## src/design/ipv4p_pkg.sv

```systemverilog
`timescale 1ns / 1ps
`default_nettype none

package ipv4p_pkg;

  typedef enum logic [2:0] {
    PH_START,
    PH_ZERO,
    PH_DIGIT,
    PH_DONE,
    PH_FAIL
  } phase_t;

  typedef enum logic [1:0] {
    RX_DEC,
    RX_OCT,
    RX_HEX
  } radix_t;

  typedef struct packed {
    phase_t           phase;
    logic [1:0]       parts_done;
    logic [31:0]      accum;
    logic [2:0][31:0] part;
  } parse_state_t;

  typedef struct packed {
    logic        ok;
    logic [31:0] address;
  } result_t;

  localparam logic [7:0] CH_NUL   = 8'h00;
  localparam logic [7:0] CH_TAB   = 8'h09;
  localparam logic [7:0] CH_CR    = 8'h0D;
  localparam logic [7:0] CH_SPACE = 8'h20;
  localparam logic [7:0] CH_DOT   = 8'h2E;
  localparam logic [7:0] CH_DIG0  = 8'h30;
  localparam logic [7:0] CH_DIG9  = 8'h39;
  localparam logic [7:0] CH_UP_A  = 8'h41;
  localparam logic [7:0] CH_UP_F  = 8'h46;
  localparam logic [7:0] CH_UP_X  = 8'h58;
  localparam logic [7:0] CH_LO_A  = 8'h61;
  localparam logic [7:0] CH_LO_F  = 8'h66;
  localparam logic [7:0] CH_LO_X  = 8'h78;

  localparam logic [3:0] HEX_LETTER_OFS = 4'd9;

  localparam logic [31:0] LIM_8  = 32'h0000_00ff;
  localparam logic [31:0] LIM_16 = 32'h0000_ffff;
  localparam logic [31:0] LIM_24 = 32'h00ff_ffff;

  localparam logic [1:0] PARTS_MAX = 2'd3;

endpackage

`default_nettype wire

```

## src/design/ipv4p_part_acc.sv

```systemverilog
`timescale 1ns / 1ps
`default_nettype none

module ipv4p_part_acc (
  input  wire logic                    clk,
  input  wire logic                    rst_n,
  input  wire logic                    step_en,
  input  wire logic [7:0]              ch,
  output ipv4p_pkg::parse_state_t      state
);

  ipv4p_pkg::phase_t  phase_r, phase_nxt;
  ipv4p_pkg::radix_t  radix_r, radix_nxt;
  logic [31:0]        accum_r, accum_nxt;
  logic [1:0]         parts_done_r, parts_done_nxt;
  logic [2:0][31:0]   part_r;
  logic               store_en;

  logic               is_dec, is_ws, is_hex_letter, is_x;
  ipv4p_pkg::radix_t  dc_radix;
  logic [31:0]        dc_accum_in, dc_scaled, dc_accum;
  ipv4p_pkg::phase_t  dc_phase;
  logic               dc_store;

  always_comb begin
    is_dec        = (ch >= ipv4p_pkg::CH_DIG0) && (ch <= ipv4p_pkg::CH_DIG9);
    is_ws         = (ch == ipv4p_pkg::CH_SPACE) ||
                    ((ch >= ipv4p_pkg::CH_TAB) && (ch <= ipv4p_pkg::CH_CR));
    is_hex_letter = ((ch >= ipv4p_pkg::CH_LO_A) && (ch <= ipv4p_pkg::CH_LO_F)) ||
                    ((ch >= ipv4p_pkg::CH_UP_A) && (ch <= ipv4p_pkg::CH_UP_F));
    is_x          = (ch == ipv4p_pkg::CH_LO_X) || (ch == ipv4p_pkg::CH_UP_X);

    dc_radix    = (phase_r == ipv4p_pkg::PH_ZERO) ? ipv4p_pkg::RX_OCT : radix_r;
    dc_accum_in = (phase_r == ipv4p_pkg::PH_ZERO) ? 32'd0 : accum_r;

    unique case (dc_radix)
      ipv4p_pkg::RX_HEX: dc_scaled = {dc_accum_in[27:0], 4'b0000};
      ipv4p_pkg::RX_OCT: dc_scaled = {dc_accum_in[28:0], 3'b000};
      default:           dc_scaled = {dc_accum_in[28:0], 3'b000} +
                                     {dc_accum_in[30:0], 1'b0};
    endcase

    dc_accum = dc_accum_in;
    dc_phase = ipv4p_pkg::PH_DIGIT;
    dc_store = 1'b0;
    priority if (is_dec) begin
      dc_accum = dc_scaled + {28'd0, ch[3:0]};
    end else if ((dc_radix == ipv4p_pkg::RX_HEX) && is_hex_letter) begin
      dc_accum = {dc_accum_in[27:0], ch[3:0] + ipv4p_pkg::HEX_LETTER_OFS};
    end else if (ch == ipv4p_pkg::CH_DOT) begin
      if (parts_done_r == ipv4p_pkg::PARTS_MAX) begin
        dc_phase = ipv4p_pkg::PH_FAIL;
      end else begin
        dc_phase = ipv4p_pkg::PH_START;
        dc_store = 1'b1;
      end
    end else if (is_ws) begin
      dc_phase = ipv4p_pkg::PH_DONE;
    end else begin
      dc_phase = ipv4p_pkg::PH_FAIL;
    end
  end

  always_comb begin
    phase_nxt      = phase_r;
    radix_nxt      = radix_r;
    accum_nxt      = accum_r;
    parts_done_nxt = parts_done_r;
    store_en       = 1'b0;
    if (step_en) begin
      if (ch == ipv4p_pkg::CH_NUL) begin
        phase_nxt      = ipv4p_pkg::PH_START;
        radix_nxt      = ipv4p_pkg::RX_DEC;
        accum_nxt      = 32'd0;
        parts_done_nxt = 2'd0;
      end else begin
        unique case (phase_r)
          ipv4p_pkg::PH_START: begin
            priority if (!is_dec) begin
              phase_nxt = ipv4p_pkg::PH_FAIL;
            end else if (ch == ipv4p_pkg::CH_DIG0) begin
              accum_nxt = 32'd0;
              phase_nxt = ipv4p_pkg::PH_ZERO;
            end else begin
              radix_nxt = ipv4p_pkg::RX_DEC;
              accum_nxt = {28'd0, ch[3:0]};
              phase_nxt = ipv4p_pkg::PH_DIGIT;
            end
          end
          ipv4p_pkg::PH_ZERO: begin
            if (is_x) begin
              radix_nxt = ipv4p_pkg::RX_HEX;
              accum_nxt = 32'd0;
              phase_nxt = ipv4p_pkg::PH_DIGIT;
            end else begin
              radix_nxt = ipv4p_pkg::RX_OCT;
              accum_nxt = dc_accum;
              phase_nxt = dc_phase;
              store_en  = dc_store;
            end
          end
          ipv4p_pkg::PH_DIGIT: begin
            accum_nxt = dc_accum;
            phase_nxt = dc_phase;
            store_en  = dc_store;
          end
          ipv4p_pkg::PH_DONE: begin
            phase_nxt = ipv4p_pkg::PH_DONE;
          end
          default: begin
            phase_nxt = ipv4p_pkg::PH_FAIL;
          end
        endcase
        if (store_en) begin
          parts_done_nxt = parts_done_r + 2'd1;
        end
      end
    end
  end

  always_ff @(posedge clk) begin
    if (!rst_n) begin
      phase_r      <= ipv4p_pkg::PH_START;
      radix_r      <= ipv4p_pkg::RX_DEC;
      accum_r      <= 32'd0;
      parts_done_r <= 2'd0;
    end else begin
      phase_r      <= phase_nxt;
      radix_r      <= radix_nxt;
      accum_r      <= accum_nxt;
      parts_done_r <= parts_done_nxt;
    end
  end

  always_ff @(posedge clk) begin
    for (int i = 0; i < 3; i++) begin
      if (store_en && (parts_done_r == 2'(i))) begin
        part_r[i] <= dc_accum;
      end
    end
  end

  assign state.phase      = phase_r;
  assign state.parts_done = parts_done_r;
  assign state.accum      = accum_r;
  assign state.part       = part_r;

endmodule

`default_nettype wire

```

## src/design/ipv4p_assemble.sv

```systemverilog
`timescale 1ns / 1ps
`default_nettype none

module ipv4p_assemble (
  input  ipv4p_pkg::parse_state_t state,
  output ipv4p_pkg::result_t      result
);

  logic        phase_ok;
  logic        ok;
  logic [31:0] addr;
  logic [31:0] v;

  always_comb begin
    v        = state.accum;
    phase_ok = (state.phase == ipv4p_pkg::PH_ZERO) ||
               (state.phase == ipv4p_pkg::PH_DIGIT) ||
               (state.phase == ipv4p_pkg::PH_DONE);
    unique case (state.parts_done)
      2'd0: begin
        ok   = phase_ok;
        addr = v;
      end
      2'd1: begin
        ok   = phase_ok && (state.part[0] <= ipv4p_pkg::LIM_8) &&
               (v <= ipv4p_pkg::LIM_24);
        addr = {state.part[0][7:0], v[23:0]};
      end
      2'd2: begin
        ok   = phase_ok && (state.part[0] <= ipv4p_pkg::LIM_8) &&
               (state.part[1] <= ipv4p_pkg::LIM_8) && (v <= ipv4p_pkg::LIM_16);
        addr = {state.part[0][7:0], state.part[1][7:0], v[15:0]};
      end
      default: begin
        ok   = phase_ok && (state.part[0] <= ipv4p_pkg::LIM_8) &&
               (state.part[1] <= ipv4p_pkg::LIM_8) &&
               (state.part[2] <= ipv4p_pkg::LIM_8) && (v <= ipv4p_pkg::LIM_8);
        addr = {state.part[0][7:0], state.part[1][7:0], state.part[2][7:0], v[7:0]};
      end
    endcase
    result.ok      = ok;
    result.address = ok ? addr : 32'd0;
  end

endmodule

`default_nettype wire

```

## src/design/dotted_ipv4_address_parser_unit.sv

```systemverilog
// Dotted IPv4 address parser.
// Input channel: in_valid / in_stall with in_ch, one text character per
// request. A zero byte ends the string and yields exactly one result
// request on out_valid / out_stall with out_ok and out_address; every
// other character yields none. out_address is zero whenever out_ok is 0.
// Throughput: one character per cycle while in_stall is low. Each character
// waits in the input register; the per-character shift-add updates the part
// state, and the final range checks and assembly sit between that state and
// the result register, which offers a result once its zero byte is processed.
// When out_stall holds a waiting result, characters other than the zero
// byte still flow; a further zero byte waits in the input register and
// in_stall rises until the result register frees.
// Reset (rst_n low, synchronous) empties both registers and returns the
// parser to the start of the first part with no parts collected.
`timescale 1ns / 1ps
`default_nettype none

module dotted_ipv4_address_parser_unit (
  input  wire logic        clk,
  input  wire logic        rst_n,
  input  wire logic        in_valid,
  output logic             in_stall,
  input  wire logic [7:0]  in_ch,
  output logic             out_valid,
  input  wire logic        out_stall,
  output logic             out_ok,
  output logic [31:0]      out_address
);

  logic        s1_valid_r, s1_valid_nxt;
  logic [7:0]  s1_ch_r;
  logic        s1_go;
  logic        s1_is_nul;
  logic        in_take;
  logic        out_take;
  logic        produce;

  logic        out_valid_r, out_valid_nxt;
  logic        out_ok_r;
  logic [31:0] out_address_r;

  ipv4p_pkg::parse_state_t state;
  ipv4p_pkg::result_t      result;

  assign s1_is_nul = (s1_ch_r == ipv4p_pkg::CH_NUL);
  assign out_take  = out_valid_r && !out_stall;
  assign s1_go     = s1_valid_r && (!s1_is_nul || !out_valid_r || out_take);
  assign produce   = s1_go && s1_is_nul;
  assign in_stall  = s1_valid_r && !s1_go;
  assign in_take   = in_valid && !in_stall;

  always_comb begin
    s1_valid_nxt = s1_valid_r;
    if (in_take) begin
      s1_valid_nxt = 1'b1;
    end else if (s1_go) begin
      s1_valid_nxt = 1'b0;
    end
    out_valid_nxt = out_valid_r;
    if (produce) begin
      out_valid_nxt = 1'b1;
    end else if (out_take) begin
      out_valid_nxt = 1'b0;
    end
  end

  always_ff @(posedge clk) begin
    if (!rst_n) begin
      s1_valid_r  <= 1'b0;
      out_valid_r <= 1'b0;
    end else begin
      s1_valid_r  <= s1_valid_nxt;
      out_valid_r <= out_valid_nxt;
    end
  end

  always_ff @(posedge clk) begin
    if (in_take) begin
      s1_ch_r <= in_ch;
    end
    if (produce) begin
      out_ok_r      <= result.ok;
      out_address_r <= result.address;
    end
  end

  ipv4p_part_acc u_part_acc (
    .clk     (clk),
    .rst_n   (rst_n),
    .step_en (s1_go),
    .ch      (s1_ch_r),
    .state   (state)
  );

  ipv4p_assemble u_assemble (
    .state  (state),
    .result (result)
  );

  assign out_valid   = out_valid_r;
  assign out_ok      = out_ok_r;
  assign out_address = out_address_r;

  a_ok_zero: assert property (@(posedge clk) disable iff (!rst_n)
    out_valid && !out_ok |-> out_address == 32'd0)
    else $error("failed result carries a non-zero address");

  a_nul_result: assert property (@(posedge clk) disable iff (!rst_n)
    produce |=> out_valid)
    else $error("zero byte processed without a result");

  a_char_flows: assert property (@(posedge clk) disable iff (!rst_n)
    s1_valid_r && !s1_is_nul |-> !in_stall)
    else $error("ordinary character held in the input register");

  a_stall_cause: assert property (@(posedge clk) disable iff (!rst_n)
    in_stall |-> out_valid && out_stall)
    else $error("input stalled with the result side free");

  a_nul_clears: assert property (@(posedge clk) disable iff (!rst_n)
    produce |=> state.phase == ipv4p_pkg::PH_START && state.parts_done == 2'd0)
    else $error("parser state not cleared after a zero byte");

endmodule

`default_nettype wire

```

## config.mk

```make
export PLATFORM = sky130hd
export DESIGN_NAME = dotted_ipv4_address_parser_unit
export DESIGN_NICKNAME = d
export VERILOG_FILES = /design/src/design/ipv4p_pkg.sv /design/src/design/ipv4p_part_acc.sv /design/src/design/ipv4p_assemble.sv /design/src/design/dotted_ipv4_address_parser_unit.sv
export SDC_FILE = /design/constraint.sdc
export NUM_CORES = 1
export LEC_CHECK = 0
export ABC_AREA = 1
export BUFFER_PORTS_ARGS = -buffer_cell sky130_fd_sc_hd__buf_4
export CAP_MARGIN = 40
export CORE_MARGIN = 4
export CORE_UTILIZATION = 25
export DETAILED_ROUTE_END_ITERATION = 8
export PLACE_DENSITY = 0.45
export SYNTH_ARGS = -nofsm -noshare
export SYNTH_HDL_FRONTEND = slang
export SYNTH_SLANG_ARGS = --single-unit
export TNS_END_PERCENT = 1
```

## constraint.sdc

```tcl
create_clock -name clk -period 5.94 [get_ports clk]
set_input_delay 0.297 -clock clk [delete_from_list [all_inputs] [get_ports clk]]
set_output_delay 0.297 -clock clk [all_outputs]
set_load 0.005 [all_outputs]
```

==> summary.txt <==
Total Wirelength: 39200 um
Clock Tree Root: clkbuf_16
Cts bufs inserted: 17
Grt total ovfl: 0
IO Pins: 47
Worst-path clk slew: 0.07 ns
Die ar.: 50500 um2
Postcts setup bufs: 0
Crit-path most repeated cell: nand2_1
RSZ-0062 raised after global routing: no
Gpl congestion: 0.905
Post-CTS Resized: 0
Setup_tns: 0 ns
Worst-path fanout max: 28
PD cells: 200 nW/um2
Layout cells sized above 1: 0.149
Pwr Total: 2.65 mW
Final setup fails: 0
Critical path type: flip-flop to flip-flop
Fin crit period: 4.70 ns
Number of DRC markers in iteration 0: 842
Critical path's slowest cell: inv_1
Hold crit path type: input port to flip-flop
Post-layout util: 0.286
Register area: 4930 um2
Gate Count Post-Synth: 1539
Starting Density: 0.252
Die height: 225 um
Most frequent cells in the layout: nand2_1, inv_1, edfxtp_1
CP peak stage delay: 0.51 ns
Status: complete, no violations
Slew margin rel.: 0.477
Detail Route Antenna Nets: 0
DR vias: 10500
Number of cell rows: 79
CP required: 6.13 ns
FILL cells: 4985
CP Launch Type: flip-flop
Crit end category: flip-flop
Area of the multi-input gates: 5690 um2
# diodes: 0
Final Hold Viols: 0
Leakage power: 5.21 nW
Worst Clk Skew: 0.0110 ns
Arr. time, crit path: 4.88 ns
DR WL/cell: 18.0 um
DIE WIDTH: 225 um
Yosys warns: 0
Post-CTS Hold Fix Bufs: 0
Top FF cell, synth: edfxtp_1
Post-layout net count: 1602
TritonRoute pass-1 iters: 5
Clk buf depth: 2
Slew Limit Fails: 0
CTS sink count: 178
Worst slew pin tran: 0.784 ns
H-tree levels: 4
Period utilization: 0.791
FMAX: 213 MHz
Initial antenna violation count: 0
Largest net degree at the start of global routing: 51
Sequential area share after synthesis: 0.420
Drc violations: 0
Global-route wire length before repair: 60900 um
Max VDD drop: 0.209 mV
Area of the core: 46600 um2
Vias per cell: 4.83
Layout Area Growth over Synthesis: 13.1%
Post-synth EDFFs: 137
Post-synth cell types: 53
Syn_nets: 1579
Tot GR Track Use: 0.155
Async SR Flop Fraction: 0
Post-synth design cell area: 11800 um2
Dpl ws: 1.31 ns
Skew-Pair Late Insertion Delay: 0.44 ns
Flop and latch count out of synthesis: 178
Max-cap violations: 0
Final worst slack: 1.24 ns
HPWL Detailed: 30500 um
Commonest non-fill, non-tap cell in the layout: nand2_1
Post-synthesis average cell area: 7.64 um2
I/O Buffers: 46
CTS tree: done
Vias in the first global route: 10200
## critical path, delay by kind of cell (launching register included)
family | cells | cell delay [ns]
adder cells (fa/ha/maj) | 2 | 0.61
AND/OR/NAND/NOR | 20 | 2.37
AO/OA/AOI/OAI | 1 | 0.13
flip-flops | 1 | 0.38
buffers and inverters | 5 | 0.92
## logic make-up after synthesis
| group | Yosys count | synth area share |
|---|---|---|
| fa+ha+maj | 28 | 0.0311 |
| flops | 178 | 0.420 |
| xor+xnor | 4 | 0.00298 |
| buf+inv | 278 | 0.0989 |
| compound gates | 276 | 0.138 |
| simple gates | 775 | 0.310 |
## metal layers
layer | vias up | GRT usage | wire length, um
met2 | 249 | 0.240 | 17200
met1 | 5022 | 0.228 | 19500
met5 | - | 0 | 0
li1 | 5225 | - | -
met3 | 40 | 0.0181 | 1620
met4 | 0 | 0.0468 | 903
## state kept, by name (all words and copies together) (netlist names)
name / cells
out_address: 32
s1_ch_r: 8
out_valid: 1
u_part_acc.phase_r: 3
u_part_acc.parts_done_r: 2
s1_valid_r: 1
u_part_acc.radix_r: 2
out_ok: 1
u_part_acc.state: 96
u_part_acc.accum_r: 32
## Yosys cell counts (all sizes together), types with 2 or more instances
cell type | n | share of area
a22oi | 10 | 0.0064
a21oi | 105 | 0.046
nor4 | 31 | 0.017
o311ai | 3 | 0.0022
clkinv | 8 | 0.0027
o211ai | 8 | 0.0051
nand2 | 404 | 0.14
o21ai | 95 | 0.042
dfxtp | 41 | 0.070
a2111oi | 3 | 0.0022
inv | 211 | 0.067
nor2 | 165 | 0.065
nand3b | 2 | 0.0013
o21a | 2 | 0.0013
nand4 | 17 | 0.0090
fa | 2 | 0.0034
o221ai | 19 | 0.014
a211oi | 2 | 0.0013
clkbuf | 35 | 0.011
edfxtp | 137 | 0.35
dlygate4sd1 | 2 | 0.0015
nor3 | 15 | 0.0068
o21bai | 5 | 0.0035
a31oi | 11 | 0.0059
and2 | 4 | 0.0021
xnor2 | 3 | 0.0022
nand3 | 136 | 0.067
ha | 26 | 0.028
buf | 21 | 0.015
o22ai | 11 | 0.0059
## layout make-up
type	instances	share of cell area
Multi-Input combinational cell	1083	0.428
Sequential cell	178	0.371
Inverter	219	0.0619
Tap cell	607	0.0571
Timing Repair Buffer	63	0.0369
Clock buffer	17	0.0320
Clock inverter	15	0.0125
## power breakdown
group	internal (mW)	switching (mW)	leakage, nW
clock	0.657	0.488	0.282
sequential	1.34	0.00864	1.60
combinational	0.0457	0.117	3.32
total	2.04	0.614	5.21
## stage by stage
step	instances	hold slack, ns	cell area (um2)
2_1_floorplan	1539	0.396	11800
3_3_place_gp	2147	0.475	12700
3_5_place_dp	2150	0.476	12700
4_1_cts	2182	0.00532	13300
5_1_grt	2182	0.00352	13300
6_report	2182	0.0280	13300
## final timing paths
path | start | end | slack (ns) | depth (start not counted)
setup reg to reg | u_part_acc.phase_r[2]$_SDFFE_PN0P_ | u_part_acc.state[31]$_DFFE_PP_ | 1.24 | 28
hold / removal | in_ch[6] | s1_ch_r[6]$_DFFE_PP_ | 0.03 | 1
hold reg to reg | out_valid$_SDFFE_PN0P_ | out_valid$_SDFFE_PN0P_ | 0.51 | 2
setup / recovery | u_part_acc.phase_r[2]$_SDFFE_PN0P_ | u_part_acc.state[31]$_DFFE_PP_ | 1.24 | 28
No activity file was read; power rests on OpenSTA's default activity.
